`src/sv/assert_macros.svh`:
```
// Assertion macros used by the top-level design file.
`ifndef ASSERT_MACROS_SVH
`define ASSERT_MACROS_SVH

// Same-cycle implication checked on every clock edge out of reset.
`define MCSR_ASSERT_NOW(lbl, ante, cons) \
  lbl: assert property (@(posedge clk) disable iff (!rst_n) (ante) |-> (cons)) \
    else $error("mcsr check failed");

// Next-cycle implication checked on every clock edge out of reset.
`define MCSR_ASSERT_NEXT(lbl, ante, cons) \
  lbl: assert property (@(posedge clk) disable iff (!rst_n) (ante) |=> (cons)) \
    else $error("mcsr check failed");

`endif

```
`src/sv/mcsr_pkg.sv`:
```
// Package with types, codes and constants of the setting ramp.
package mcsr_pkg;

  localparam int CHANNELS_DEF = 16;
  localparam int CH_W = 4;
  localparam logic [15:0] BOOT_HOLD_RST = 16'd5000;

  // Input operation codes
  localparam logic [1:0] OP_LOAD   = 2'd0;
  localparam logic [1:0] OP_START  = 2'd1;
  localparam logic [1:0] OP_TICK   = 2'd2;
  localparam logic [1:0] OP_CANCEL = 2'd3;

  // Result kinds
  localparam logic [1:0] K_BOOT = 2'd0;
  localparam logic [1:0] K_STEP = 2'd1;
  localparam logic [1:0] K_RUN  = 2'd2;
  localparam logic [1:0] K_DONE = 2'd3;

  typedef struct packed {
    logic        enabled;
    logic [7:0]  boot_eq;
    logic [6:0]  boot_gain;
    logic [2:0]  boot_bias;
    logic [7:0]  run_eq;
    logic [6:0]  run_gain;
    logic [2:0]  run_bias;
    logic [15:0] step_ticks;
    logic [15:0] delay_ticks;
  } row_t;

  typedef struct packed {
    logic [1:0]      kind;
    logic [CH_W-1:0] channel;
    logic            power_up;
    logic [7:0]      eq_byte;
    logic [6:0]      gain_byte;
    logic [2:0]      bias_level;
    logic            last;
  } res_t;

  typedef struct packed {
    logic [7:0] eq_byte;
    logic [6:0] gain_byte;
    logic [2:0] bias_level;
    logic [3:0] span;
  } step_img_t;

endpackage

```
`src/sv/mcsr_in_if.sv`:
```
// Input channel interface: operation word with its table row fields.
interface mcsr_in_if;
  logic        valid;
  logic        ready;
  logic [1:0]  op;
  logic [3:0]  channel;
  logic        enabled;
  logic [7:0]  boot_eq_byte;
  logic [6:0]  boot_gain_byte;
  logic [2:0]  boot_bias;
  logic [7:0]  run_eq_byte;
  logic [6:0]  run_gain_byte;
  logic [2:0]  run_bias;
  logic [15:0] step_ticks;
  logic [15:0] delay_ticks;

  modport source (output valid, op, channel, enabled, boot_eq_byte, boot_gain_byte,
                  boot_bias, run_eq_byte, run_gain_byte, run_bias, step_ticks,
                  delay_ticks, input ready);
  modport sink (input valid, op, channel, enabled, boot_eq_byte, boot_gain_byte,
                boot_bias, run_eq_byte, run_gain_byte, run_bias, step_ticks,
                delay_ticks, output ready);
endinterface

```
`src/sv/mcsr_out_if.sv`:
```
// Result channel interface: one register write word per handshake.
interface mcsr_out_if;
  logic       valid;
  logic       ready;
  logic [1:0] kind;
  logic [3:0] out_channel;
  logic       power_up;
  logic [7:0] eq_byte;
  logic [6:0] gain_byte;
  logic [2:0] bias_level;
  logic       last;

  modport source (output valid, kind, out_channel, power_up, eq_byte, gain_byte,
                  bias_level, last, input ready);
  modport sink (input valid, kind, out_channel, power_up, eq_byte, gain_byte,
                bias_level, last, output ready);
endinterface

```
`src/sv/mcsr_table.sv`:
```
// Channel table: one row per channel, written by load, read by the sequencer.
module mcsr_table
  import mcsr_pkg::*;
#(
  parameter int CHANNELS = CHANNELS_DEF,
  localparam int IDX_W = (CHANNELS > 1) ? $clog2(CHANNELS) : 1
) (
  input  logic             clk,
  input  logic             we,
  input  logic [IDX_W-1:0] waddr,
  input  row_t             wdata,
  input  logic [IDX_W-1:0] raddr,
  output row_t             rdata
);

  row_t rows_r [CHANNELS];

  // Write one row on a load, register the addressed row
  always_ff @(posedge clk) begin
    if (we) begin
      rows_r[waddr] <= wdata;
    end
    rdata <= rows_r[raddr];
  end

endmodule

```
`src/sv/mcsr_walk.sv`:
```
// Shared step unit: ramp images and largest field distance of one channel.
module mcsr_walk
  import mcsr_pkg::*;
(
  input  row_t       row,
  input  logic [4:0] step,
  output step_img_t  img
);

  function automatic logic [3:0] walk(input logic [3:0] from, input logic [3:0] to,
                                      input logic [4:0] s);
    logic [5:0] up;
    logic [3:0] gap;
    begin
      up  = {2'b00, from} + {1'b0, s};
      gap = from - to;
      if (to >= from) walk = (up > {2'b00, to}) ? to : up[3:0];
      else walk = ({1'b0, gap} <= s) ? to : 4'(from - s[3:0]);
    end
  endfunction

  function automatic logic [3:0] mag_gap(input logic [3:0] a, input logic [3:0] b);
    mag_gap = (a >= b) ? a - b : b - a;
  endfunction

  logic [3:0] s1, s2, pr, fg, bi;
  logic [3:0] d1, d2, d3, d4, d5, m1, m2, m3;

  // Walk every magnitude toward its run value
  assign s1 = walk(row.boot_eq[6:3], row.run_eq[6:3], step);
  assign s2 = walk({1'b0, row.boot_eq[2:0]}, {1'b0, row.run_eq[2:0]}, step);
  assign pr = walk(row.boot_gain[6:3], row.run_gain[6:3], step);
  assign fg = walk({1'b0, row.boot_gain[2:0]}, {1'b0, row.run_gain[2:0]}, step);
  assign bi = walk({1'b0, row.boot_bias}, {1'b0, row.run_bias}, step);

  // Largest distance over the fields
  assign d1 = mag_gap(row.boot_eq[6:3], row.run_eq[6:3]);
  assign d2 = mag_gap({1'b0, row.boot_eq[2:0]}, {1'b0, row.run_eq[2:0]});
  assign d3 = mag_gap(row.boot_gain[6:3], row.run_gain[6:3]);
  assign d4 = mag_gap({1'b0, row.boot_gain[2:0]}, {1'b0, row.run_gain[2:0]});
  assign d5 = mag_gap({1'b0, row.boot_bias}, {1'b0, row.run_bias});
  assign m1 = (d1 > d2) ? d1 : d2;
  assign m2 = (d3 > d4) ? d3 : d4;
  assign m3 = (m1 > m2) ? m1 : m2;

  assign img.eq_byte    = {row.boot_eq[7] & row.run_eq[7], s1, s2[2:0]};
  assign img.gain_byte  = {pr, fg[2:0]};
  assign img.bias_level = bi[2:0];
  assign img.span       = (m3 > d5) ? m3 : d5;

endmodule

```
`src/sv/multi_channel_setting_ramp.sv`:
```
// Top level: sequencer, per-channel ramp state, result staging and checks.
// A load or a cancel completes in the idle state, as does a tick while no ramp runs.
// A start or a tick visits one channel per cycle through the shared step unit while
// the result register is empty or taken; a tick that completes the ramp then visits
// every channel again in the run state and ends with a done word. Input is ready only
// between items. One result is held back in a pending stage so the final word of an
// item carries last.
`include "assert_macros.svh"
module multi_channel_setting_ramp
  import mcsr_pkg::*;
#(
  parameter int CHANNELS = CHANNELS_DEF
) (
  input  logic        clk,
  input  logic        rst_n,
  input  logic        cfg_we,
  input  logic [15:0] cfg_wdata,
  mcsr_in_if.sink     in_ch,
  mcsr_out_if.source  out_ch
);

  localparam int IDX_W = (CHANNELS > 1) ? $clog2(CHANNELS) : 1;
  localparam logic [IDX_W-1:0] IDX_LAST = IDX_W'(CHANNELS - 1);

  localparam logic [2:0] S_IDLE  = 3'd0;
  localparam logic [2:0] S_START = 3'd1;
  localparam logic [2:0] S_TICK  = 3'd2;
  localparam logic [2:0] S_RUN   = 3'd3;
  localparam logic [2:0] S_DONE  = 3'd4;
  localparam logic [2:0] S_FLUSH = 3'd5;

  logic [2:0]       state_r, state_nxt;
  logic [IDX_W-1:0] idx_r, idx_nxt;
  logic             any_r, any_nxt;
  logic             running_r, running_nxt;
  logic [15:0]      hold_r;
  logic             pend_valid_r, pend_valid_nxt;
  res_t             pend_r, pend_nxt;
  logic             out_valid_r, out_valid_nxt;
  res_t             out_r, out_nxt;

  logic             busy_r [CHANNELS];
  logic [4:0]       sidx_r [CHANNELS];
  logic [17:0]      cnt_r  [CHANNELS];

  logic             accept, can_adv, clear_all;
  logic             chw_en, chw_busy;
  logic [4:0]       chw_sidx;
  logic [17:0]      chw_cnt, cnt_dec;
  logic             new_valid, push, push_last;
  res_t             new_res;
  row_t             load_row, row;
  step_img_t        img;
  logic [CH_W-1:0]  ch_out;
  logic [IDX_W-1:0] idx_inc;

  assign accept  = in_ch.valid && in_ch.ready;
  assign can_adv = !out_valid_r || out_ch.ready;
  assign ch_out  = CH_W'(idx_r);
  assign idx_inc = (idx_r == IDX_LAST) ? '0 : idx_r + 1'b1;
  assign in_ch.ready = (state_r == S_IDLE);

  assign load_row = '{enabled: in_ch.enabled, boot_eq: in_ch.boot_eq_byte,
                      boot_gain: in_ch.boot_gain_byte, boot_bias: in_ch.boot_bias,
                      run_eq: in_ch.run_eq_byte, run_gain: in_ch.run_gain_byte,
                      run_bias: in_ch.run_bias, step_ticks: in_ch.step_ticks,
                      delay_ticks: in_ch.delay_ticks};

  // Read address is idx_nxt, so the registered row arrives together with idx_r
  mcsr_table #(.CHANNELS(CHANNELS)) u_table (
    .clk   (clk),
    .we    (accept && in_ch.op == OP_LOAD && {1'b0, in_ch.channel} < 5'(CHANNELS)),
    .waddr (in_ch.channel[IDX_W-1:0]),
    .wdata (load_row),
    .raddr (idx_nxt),
    .rdata (row)
  );

  mcsr_walk u_walk (
    .row  (row),
    .step (sidx_r[idx_r]),
    .img  (img)
  );

  assign cnt_dec = (cnt_r[idx_r] != 18'd0) ? cnt_r[idx_r] - 18'd1 : 18'd0;

  // Sequence one channel per cycle while the result can advance, and form its result
  always_comb begin
    state_nxt   = state_r;
    idx_nxt     = idx_r;
    any_nxt     = any_r;
    running_nxt = running_r;
    clear_all   = 1'b0;
    chw_en      = 1'b0;
    chw_busy    = 1'b0;
    chw_sidx    = 5'd0;
    chw_cnt     = 18'd0;
    new_valid   = 1'b0;
    new_res     = '0;
    push        = 1'b0;
    push_last   = 1'b0;
    unique case (state_r)
      S_IDLE: begin
        if (accept) begin
          idx_nxt = '0;
          any_nxt = 1'b0;
          unique case (in_ch.op)
            OP_START:  state_nxt = S_START;
            OP_TICK:   if (running_r) state_nxt = S_TICK;
            OP_CANCEL: begin
              clear_all   = 1'b1;
              running_nxt = 1'b0;
            end
            default: ;
          endcase
        end
      end
      S_START: begin
        if (can_adv) begin
          new_valid        = 1'b1;
          new_res.kind     = K_BOOT;
          new_res.channel  = ch_out;
          chw_en           = 1'b1;
          if (row.enabled) begin
            new_res.power_up   = 1'b1;
            new_res.eq_byte    = row.boot_eq;
            new_res.gain_byte  = row.boot_gain;
            new_res.bias_level = row.boot_bias;
            chw_busy = 1'b1;
            chw_sidx = 5'd1;
            chw_cnt  = 18'(hold_r) + 18'(row.delay_ticks) + 18'(row.step_ticks);
          end
          idx_nxt = idx_inc;
          if (idx_r == IDX_LAST) begin
            running_nxt = 1'b1;
            state_nxt   = S_FLUSH;
          end
        end
      end
      S_TICK: begin
        if (can_adv) begin
          if (busy_r[idx_r]) begin
            any_nxt  = 1'b1;
            chw_en   = 1'b1;
            chw_busy = 1'b1;
            chw_sidx = sidx_r[idx_r];
            chw_cnt  = cnt_dec;
            if (cnt_dec == 18'd0) begin
              new_valid          = 1'b1;
              new_res.kind       = K_STEP;
              new_res.channel    = ch_out;
              new_res.eq_byte    = img.eq_byte;
              new_res.gain_byte  = img.gain_byte;
              new_res.bias_level = img.bias_level;
              if (sidx_r[idx_r] >= {1'b0, img.span}) begin
                chw_busy = 1'b0;
              end else begin
                chw_sidx = sidx_r[idx_r] + 5'd1;
                chw_cnt  = 18'(row.step_ticks);
              end
            end
          end
          idx_nxt = idx_inc;
          if (idx_r == IDX_LAST) begin
            state_nxt = (any_r || busy_r[idx_r]) ? S_FLUSH : S_RUN;
          end
        end
      end
      S_RUN: begin
        if (can_adv) begin
          if (row.enabled) begin
            new_valid          = 1'b1;
            new_res.kind       = K_RUN;
            new_res.channel    = ch_out;
            new_res.eq_byte    = row.run_eq;
            new_res.gain_byte  = row.run_gain;
            new_res.bias_level = row.run_bias;
          end
          idx_nxt = idx_inc;
          if (idx_r == IDX_LAST) state_nxt = S_DONE;
        end
      end
      S_DONE: begin
        if (can_adv) begin
          new_valid    = 1'b1;
          new_res.kind = K_DONE;
          running_nxt  = 1'b0;
          state_nxt    = S_FLUSH;
        end
      end
      S_FLUSH: begin
        if (can_adv) begin
          push      = pend_valid_r;
          push_last = 1'b1;
          state_nxt = S_IDLE;
        end
      end
      default: state_nxt = S_IDLE;
    endcase
    if (new_valid) push = pend_valid_r;
  end

  // Stage results: a new word parks in pending, the older one moves to the output
  always_comb begin
    pend_valid_nxt = pend_valid_r;
    pend_nxt       = pend_r;
    out_valid_nxt  = out_valid_r && !out_ch.ready;
    out_nxt        = out_r;
    if (push) begin
      out_valid_nxt = 1'b1;
      out_nxt       = pend_r;
      out_nxt.last  = push_last;
      pend_valid_nxt = 1'b0;
    end
    if (new_valid) begin
      pend_valid_nxt = 1'b1;
      pend_nxt       = new_res;
    end
  end

  // Control registers
  always_ff @(posedge clk) begin
    if (!rst_n) begin
      state_r      <= S_IDLE;
      idx_r        <= '0;
      any_r        <= 1'b0;
      running_r    <= 1'b0;
      hold_r       <= BOOT_HOLD_RST;
      pend_valid_r <= 1'b0;
      out_valid_r  <= 1'b0;
    end else begin
      state_r      <= state_nxt;
      idx_r        <= idx_nxt;
      any_r        <= any_nxt;
      running_r    <= running_nxt;
      pend_valid_r <= pend_valid_nxt;
      out_valid_r  <= out_valid_nxt;
      if (cfg_we) hold_r <= cfg_wdata;
    end
  end

  // Payload registers
  always_ff @(posedge clk) begin
    pend_r <= pend_nxt;
    out_r  <= out_nxt;
  end

  // Per-channel ramp state
  always_ff @(posedge clk) begin
    if (!rst_n) begin
      for (int i = 0; i < CHANNELS; i++) begin
        busy_r[i] <= 1'b0;
        sidx_r[i] <= 5'd0;
        cnt_r[i]  <= 18'd0;
      end
    end else if (clear_all) begin
      for (int i = 0; i < CHANNELS; i++) busy_r[i] <= 1'b0;
    end else if (chw_en) begin
      busy_r[idx_r] <= chw_busy;
      sidx_r[idx_r] <= chw_sidx;
      cnt_r[idx_r]  <= chw_cnt;
    end
  end

  assign out_ch.valid       = out_valid_r;
  assign out_ch.kind        = out_r.kind;
  assign out_ch.out_channel = out_r.channel;
  assign out_ch.power_up    = out_r.power_up;
  assign out_ch.eq_byte     = out_r.eq_byte;
  assign out_ch.gain_byte   = out_r.gain_byte;
  assign out_ch.bias_level  = out_r.bias_level;
  assign out_ch.last        = out_r.last;

  // Checks
  `MCSR_ASSERT_NOW(a_idle_no_pend, state_r == S_IDLE, !pend_valid_r)
  `MCSR_ASSERT_NEXT(a_cancel_stops, accept && in_ch.op == OP_CANCEL, !running_r && !busy_r[0])
  `MCSR_ASSERT_NEXT(a_start_seq, accept && in_ch.op == OP_START, state_r == S_START)

endmodule
```
`src/flat_wrapper.sv`:
```
// flat-port wrapper written by rule: the top's interface ports become plain ports
module multi_channel_setting_ramp_flat import mcsr_pkg::*;
#(
  parameter int CHANNELS = CHANNELS_DEF
)
  (clk, rst_n, cfg_we, cfg_wdata, in_ch_valid, in_ch_op, in_ch_channel, in_ch_enabled, in_ch_boot_eq_byte, in_ch_boot_gain_byte, in_ch_boot_bias, in_ch_run_eq_byte, in_ch_run_gain_byte, in_ch_run_bias, in_ch_step_ticks, in_ch_delay_ticks, in_ch_ready, out_ch_valid, out_ch_kind, out_ch_out_channel, out_ch_power_up, out_ch_eq_byte, out_ch_gain_byte, out_ch_bias_level, out_ch_last, out_ch_ready);
  mcsr_in_if in_ch_i ();
  mcsr_out_if out_ch_i ();
  input  logic clk;
  input  logic rst_n;
  input  logic cfg_we;
  input  logic [15:0] cfg_wdata;
  input wire logic [$bits(in_ch_i.valid)-1:0] in_ch_valid;
  input wire logic [$bits(in_ch_i.op)-1:0] in_ch_op;
  input wire logic [$bits(in_ch_i.channel)-1:0] in_ch_channel;
  input wire logic [$bits(in_ch_i.enabled)-1:0] in_ch_enabled;
  input wire logic [$bits(in_ch_i.boot_eq_byte)-1:0] in_ch_boot_eq_byte;
  input wire logic [$bits(in_ch_i.boot_gain_byte)-1:0] in_ch_boot_gain_byte;
  input wire logic [$bits(in_ch_i.boot_bias)-1:0] in_ch_boot_bias;
  input wire logic [$bits(in_ch_i.run_eq_byte)-1:0] in_ch_run_eq_byte;
  input wire logic [$bits(in_ch_i.run_gain_byte)-1:0] in_ch_run_gain_byte;
  input wire logic [$bits(in_ch_i.run_bias)-1:0] in_ch_run_bias;
  input wire logic [$bits(in_ch_i.step_ticks)-1:0] in_ch_step_ticks;
  input wire logic [$bits(in_ch_i.delay_ticks)-1:0] in_ch_delay_ticks;
  output wire logic [$bits(in_ch_i.ready)-1:0] in_ch_ready;
  output wire logic [$bits(out_ch_i.valid)-1:0] out_ch_valid;
  output wire logic [$bits(out_ch_i.kind)-1:0] out_ch_kind;
  output wire logic [$bits(out_ch_i.out_channel)-1:0] out_ch_out_channel;
  output wire logic [$bits(out_ch_i.power_up)-1:0] out_ch_power_up;
  output wire logic [$bits(out_ch_i.eq_byte)-1:0] out_ch_eq_byte;
  output wire logic [$bits(out_ch_i.gain_byte)-1:0] out_ch_gain_byte;
  output wire logic [$bits(out_ch_i.bias_level)-1:0] out_ch_bias_level;
  output wire logic [$bits(out_ch_i.last)-1:0] out_ch_last;
  input wire logic [$bits(out_ch_i.ready)-1:0] out_ch_ready;
  assign in_ch_i.valid = in_ch_valid;
  assign in_ch_i.op = in_ch_op;
  assign in_ch_i.channel = in_ch_channel;
  assign in_ch_i.enabled = in_ch_enabled;
  assign in_ch_i.boot_eq_byte = in_ch_boot_eq_byte;
  assign in_ch_i.boot_gain_byte = in_ch_boot_gain_byte;
  assign in_ch_i.boot_bias = in_ch_boot_bias;
  assign in_ch_i.run_eq_byte = in_ch_run_eq_byte;
  assign in_ch_i.run_gain_byte = in_ch_run_gain_byte;
  assign in_ch_i.run_bias = in_ch_run_bias;
  assign in_ch_i.step_ticks = in_ch_step_ticks;
  assign in_ch_i.delay_ticks = in_ch_delay_ticks;
  assign in_ch_ready = in_ch_i.ready;
  assign out_ch_valid = out_ch_i.valid;
  assign out_ch_kind = out_ch_i.kind;
  assign out_ch_out_channel = out_ch_i.out_channel;
  assign out_ch_power_up = out_ch_i.power_up;
  assign out_ch_eq_byte = out_ch_i.eq_byte;
  assign out_ch_gain_byte = out_ch_i.gain_byte;
  assign out_ch_bias_level = out_ch_i.bias_level;
  assign out_ch_last = out_ch_i.last;
  assign out_ch_i.ready = out_ch_ready;
  multi_channel_setting_ramp #(.CHANNELS(CHANNELS)) u_core (.clk(clk), .rst_n(rst_n), .cfg_we(cfg_we), .cfg_wdata(cfg_wdata), .in_ch(in_ch_i), .out_ch(out_ch_i));
endmodule
```
`config.mk`:
```
export PLATFORM = sky130hd
export DESIGN_NAME = multi_channel_setting_ramp_flat
export DESIGN_NICKNAME = d
export VERILOG_FILES = /design/src/sv/mcsr_pkg.sv /design/src/sv/mcsr_in_if.sv /design/src/sv/mcsr_out_if.sv /design/src/sv/mcsr_table.sv /design/src/sv/mcsr_walk.sv /design/src/sv/multi_channel_setting_ramp.sv /design/src/flat_wrapper.sv
export VERILOG_INCLUDE_DIRS = /design/src /design/src/sv
export SDC_FILE = /design/constraint.sdc
export NUM_CORES = 2
export LEC_CHECK = 0
export BUFFER_PORTS_ARGS = -buffer_cell sky130_fd_sc_hd__buf_4
export CAP_MARGIN = 20
export CORE_MARGIN = 5
export CORE_UTILIZATION = 52
export CTS_BUF_LIST = sky130_fd_sc_hd__clkbuf_8
export DETAILED_ROUTE_END_ITERATION = 8
export PLACE_DENSITY = 0.71
export REMOVE_ABC_BUFFERS = 1
export SETUP_SLACK_MARGIN = 0.15
export SLEW_MARGIN = 15
export SYNTH_ARGS = -nofsm -noshare
export SYNTH_HDL_FRONTEND = slang
export SYNTH_HIERARCHICAL = 1
export SYNTH_SLANG_ARGS = --single-unit
```
`constraint.sdc`:
```
create_clock -name clk -period 6.95 [get_ports clk]
set_input_delay 1.0425 -clock clk [delete_from_list [all_inputs] [get_ports clk]]
set_output_delay 1.0425 -clock clk [all_outputs]
set_load 0.01 [all_outputs]
```
==> results.toml <==
[global_routing]
grt_pass1_wl_mm = 253
antenna_found_initial = 15
grtUsageTotal_pct = 24.3
grt_overflow_total = 0
grt_start_max_net_pins = 126
first_global_vias = 39531

[yosys]
seq_area_frac_synth_pct = 69.6
synthesis.area_per_instance_um2 = 17.6
synth_enable_flop_cells = 1530
yosys_warnings = 6
synth_cell_types = 98
ys.flop_type = "sky130_fd_sc_hd__edfxtp_1"
ys_seq_elements = 1635
asyncSetResetFlopFracSynth_pct = 0
post_synth_instance_area_mm2 = 0.0690
post_synth_inst_count = 3931

[setup_path]
setup.worst_path.class = "flip-flop to flip-flop"
critical-path-max-stage-delay_ps = 430
arrival_ps = 8240
crit_path_top_delay_cell = "sky130_fd_sc_hd__fa_2"
critPathRequiredTime_ps = 7750
end_kind = "flip-flop"
critical_path.max_fanout = 8
timing.critical_path.from_type = "flip-flop"

[job]
maxCapViolCount = 0

[route]
drt_iter0_drc = 4551
viasPerCell = 6.08
wl_per_cell_um = 26.9
detail_route.wirelength_mm = 171
dr.pass1.iters = 5
detail-route-antenna-nets = 0
drt_drc_violations_left = 0
vias = 38670

[clock_network]
htree_levels = 5
worst_skew_pair.late_latency_ps = 960
cts_max_path_buffers = 4
cts.sink_count = 1635
cts_tree = "done"
cts-hold-fix-buffers = 0
clk_root_buffer_cell = "sky130_fd_sc_hd__clkbuf_8"
cts.reportedPaths.clkPinSlew_ps = 60
numCtsBuffers = 276

[final_layout]
fin_area_mm2 = 0.0802
design.final.nets = 4683
layout.area.seq_mm2 = 0.0481
fill_cells = 9184
syn2layout_area_growth_pct = 16.3
area_taken_by_multi_input_logic_gates_mm2 = 0.0208
post_layout_nonfiller_instances = 6356
layout-drive-gt1-share_pct = 31.6

[floorplan]
chipHeight_um = 374
chipWidth_um = 374
initial_utilization_pct = 52.4
placeableCoreArea_mm2 = 0.132
die_area_mm2 = 0.140
io_pins = 124
floorplan.rows = 133

[power_and_ir_drop]
p_leak_nw = 26.9
power_per_cell_area_mw_per_mm2 = 313
cell_internal_pwr_mw = 18.3
post_route_total_power_mw = 25.1
switching_power_share_of_the_total_pct = 26.9
irDropWorstVdd_mv = 0.402
comb_power_share_pct = 25.1
pwr-share-clk_pct = 30.9
switching_power_mw = 6.76
power.sequential.fraction_pct = 44.0

[timing]
finalCritPeriodShare_pct = 107
tightest_slew_ps = 1100
fin_crit_ps = 7440
timing.max_slew.rel_slack_pct = 27.0
report.final.setup_viol = 352
timing.final.ws_setup_ps = -490
holdWs_ps = 327
final_hold_viol_count = 0
grt_setup_unrepaired = "yes"
timing_limited_maximum_frequency_mhz = 134
final_max_slew_viol_count = 0
finalClockSkew_ps = 64.4
setup_total_negative_slack_ps = -135580

[status]
outcome = "complete, but fails checks"
violations_in_the_final_reports = "setup timing"

[place]
placement.io_buffers = 123
place_inst = 5834
place_hpwl_mm = 97.7
placedInstanceArea_mm2 = 0.0733
place_congestion = 0.883

[worst_hold_path]
worst_hold_path_type = "input pin to flip-flop"
[cell usage after synthesis (43+ instances only)]
| master | number | share of area, % |
|---|---|---|
| sky130_fd_sc_hd__clkbuf_1 | 101 | 0.55 |
| sky130_fd_sc_hd__dfxtp_1 | 105 | 3.0 |
| sky130_fd_sc_hd__ha_1 | 139 | 2.5 |
| sky130_fd_sc_hd__mux4_2 | 378 | 12 |
| sky130_fd_sc_hd__mux2i_1 | 43 | 0.62 |
| sky130_fd_sc_hd__nand3_1 | 56 | 0.41 |
| sky130_fd_sc_hd__nand2_1 | 223 | 1.2 |
| sky130_fd_sc_hd__a22oi_1 | 177 | 1.9 |
| sky130_fd_sc_hd__buf_2 | 60 | 0.44 |
| sky130_fd_sc_hd__fa_1 | 43 | 1.2 |
| sky130_fd_sc_hd__a21oi_1 | 46 | 0.33 |
| sky130_fd_sc_hd__inv_1 | 99 | 0.54 |
| sky130_fd_sc_hd__edfxtp_1 | 1530 | 67 |
| sky130_fd_sc_hd__nor2_1 | 435 | 2.4 |
[critical path: cells and delay by family, from the launching register on]
family | cells | cell delay [ps]
adder cells (fa/ha/maj) | 8 | 2130
AO/OA/AOI/OAI | 10 | 1690
buffers and inverters | 13 | 1340
multiplexers | 5 | 1100
AND/OR/NAND/NOR | 6 | 670
flip-flops | 1 | 370
[logic make-up (layout without fill, tap and decap cells)]
family                     Yosys count  after routing  share of synthesized area (%)
muxes                              435            435                           13.3
adders and majority gates          183            183                           3.78
buffers and inverters              322            981                           2.24
DFF                               1635           1635                           69.6
AOI/OAI and AO/OA                  440            440                           4.90
xor gates and xnor gates            53             54                          0.695
and+or+nand+nor                    863            863                           5.46
other                                0             10                              0
[metal layers]
layer  share of wire, %  up-vias  track usage (%)
li1                   -    16447                -
met1                 39    19917             33.2
met2                 48     1938             38.6
met3                9.8      362             6.02
met4                3.2        6             8.44
met5              0.019        -                0
[final cells by class]
class                      instances  share of cell area [%]
inverter                         101                   0.476
antenna                           10                  0.0312
tap                             1755                    2.74
clock buffer                     297                    5.09
timing repair buffer             416                    4.82
clock inverter                   167                    1.04
sequential                      1635                    59.9
multi-input combinational       1975                    25.9
[layout by cell type (no fill, tap or decap), types with 37 or more instances in the layout]
master and instances:
sky130_fd_sc_hd__nand2_1 220, sky130_fd_sc_hd__mux4_2 378, sky130_fd_sc_hd__inv_1 156, sky130_fd_sc_hd__clkbuf_8 297, sky130_fd_sc_hd__a21oi_1 43, sky130_fd_sc_hd__nor2_2 60
sky130_fd_sc_hd__clkinv_1 54, sky130_fd_sc_hd__nor2_1 278, sky130_fd_sc_hd__fa_1 37, sky130_fd_sc_hd__buf_4 350, sky130_fd_sc_hd__a22oi_1 177, sky130_fd_sc_hd__ha_1 128
sky130_fd_sc_hd__nor2_4 111, sky130_fd_sc_hd__dfxtp_1 95, sky130_fd_sc_hd__nand3_1 54, sky130_fd_sc_hd__edfxtp_1 1530
[per-stage QoR]
stage | setup WS, ps | utilization, %
6_report | -490 | 61.0
5_1_grt | -803 | 60.9
4_1_cts | -308 | 60.5
3_5_place_dp | -783 | 55.7
3_3_place_gp | -692 | 55.7
2_1_floorplan | -35760 | -
[state kept, by name (all words and copies together) (netlist names), 7 cells and up]
name and count:
u_core/u_table/rows_r 1104, u_core/cnt_r 288, u_core/sidx_r 80, u_core/u_table/rdata 69, u_core/pend_r 25, u_core/busy_r 16, u_core/hold_r 16, u_core/out_ch.eq_byte 8
u_core/out_ch.gain_byte 7
[power by group through the flow]
| stage | combinational, mW | sequential (mW) | clock [mW] |
|---|---|---|---|
| after global placement | 4.91 | 11.2 | 0 |
| after floorplan | 3.89 | 11.2 | 0 |
| after detailed placement | 4.96 | 11.3 | 0 |
| after CTS | 5.93 | 11.1 | 7.91 |
| final | 6.30 | 11.1 | 7.75 |
| after global routing | 6.76 | 11.1 | 8.43 |
[final timing paths]
path | startpoint | end | slack, ps | cells after the start
setup / recovery | u_core/u_table/rdata[60] | u_core/cnt_r[2][0] | -490 | 42
hold / removal | in_ch_valid | u_core/any_r | 330 | 2
setup reg to reg | u_core/u_table/rdata[60] | u_core/cnt_r[2][0] | -490 | 42
hold reg to reg | u_core/pend_r[18] | u_core/out_ch.eq_byte[7] | 420 | 0
[repair_timing]
action	CTS	global route
buffers inserted	29	7
gates resized for setup	206	159
pin swaps	44	23
cloned	11	1
setup endpoints to repair	352	352
Note: power is estimated with default switching activity, not from simulation.
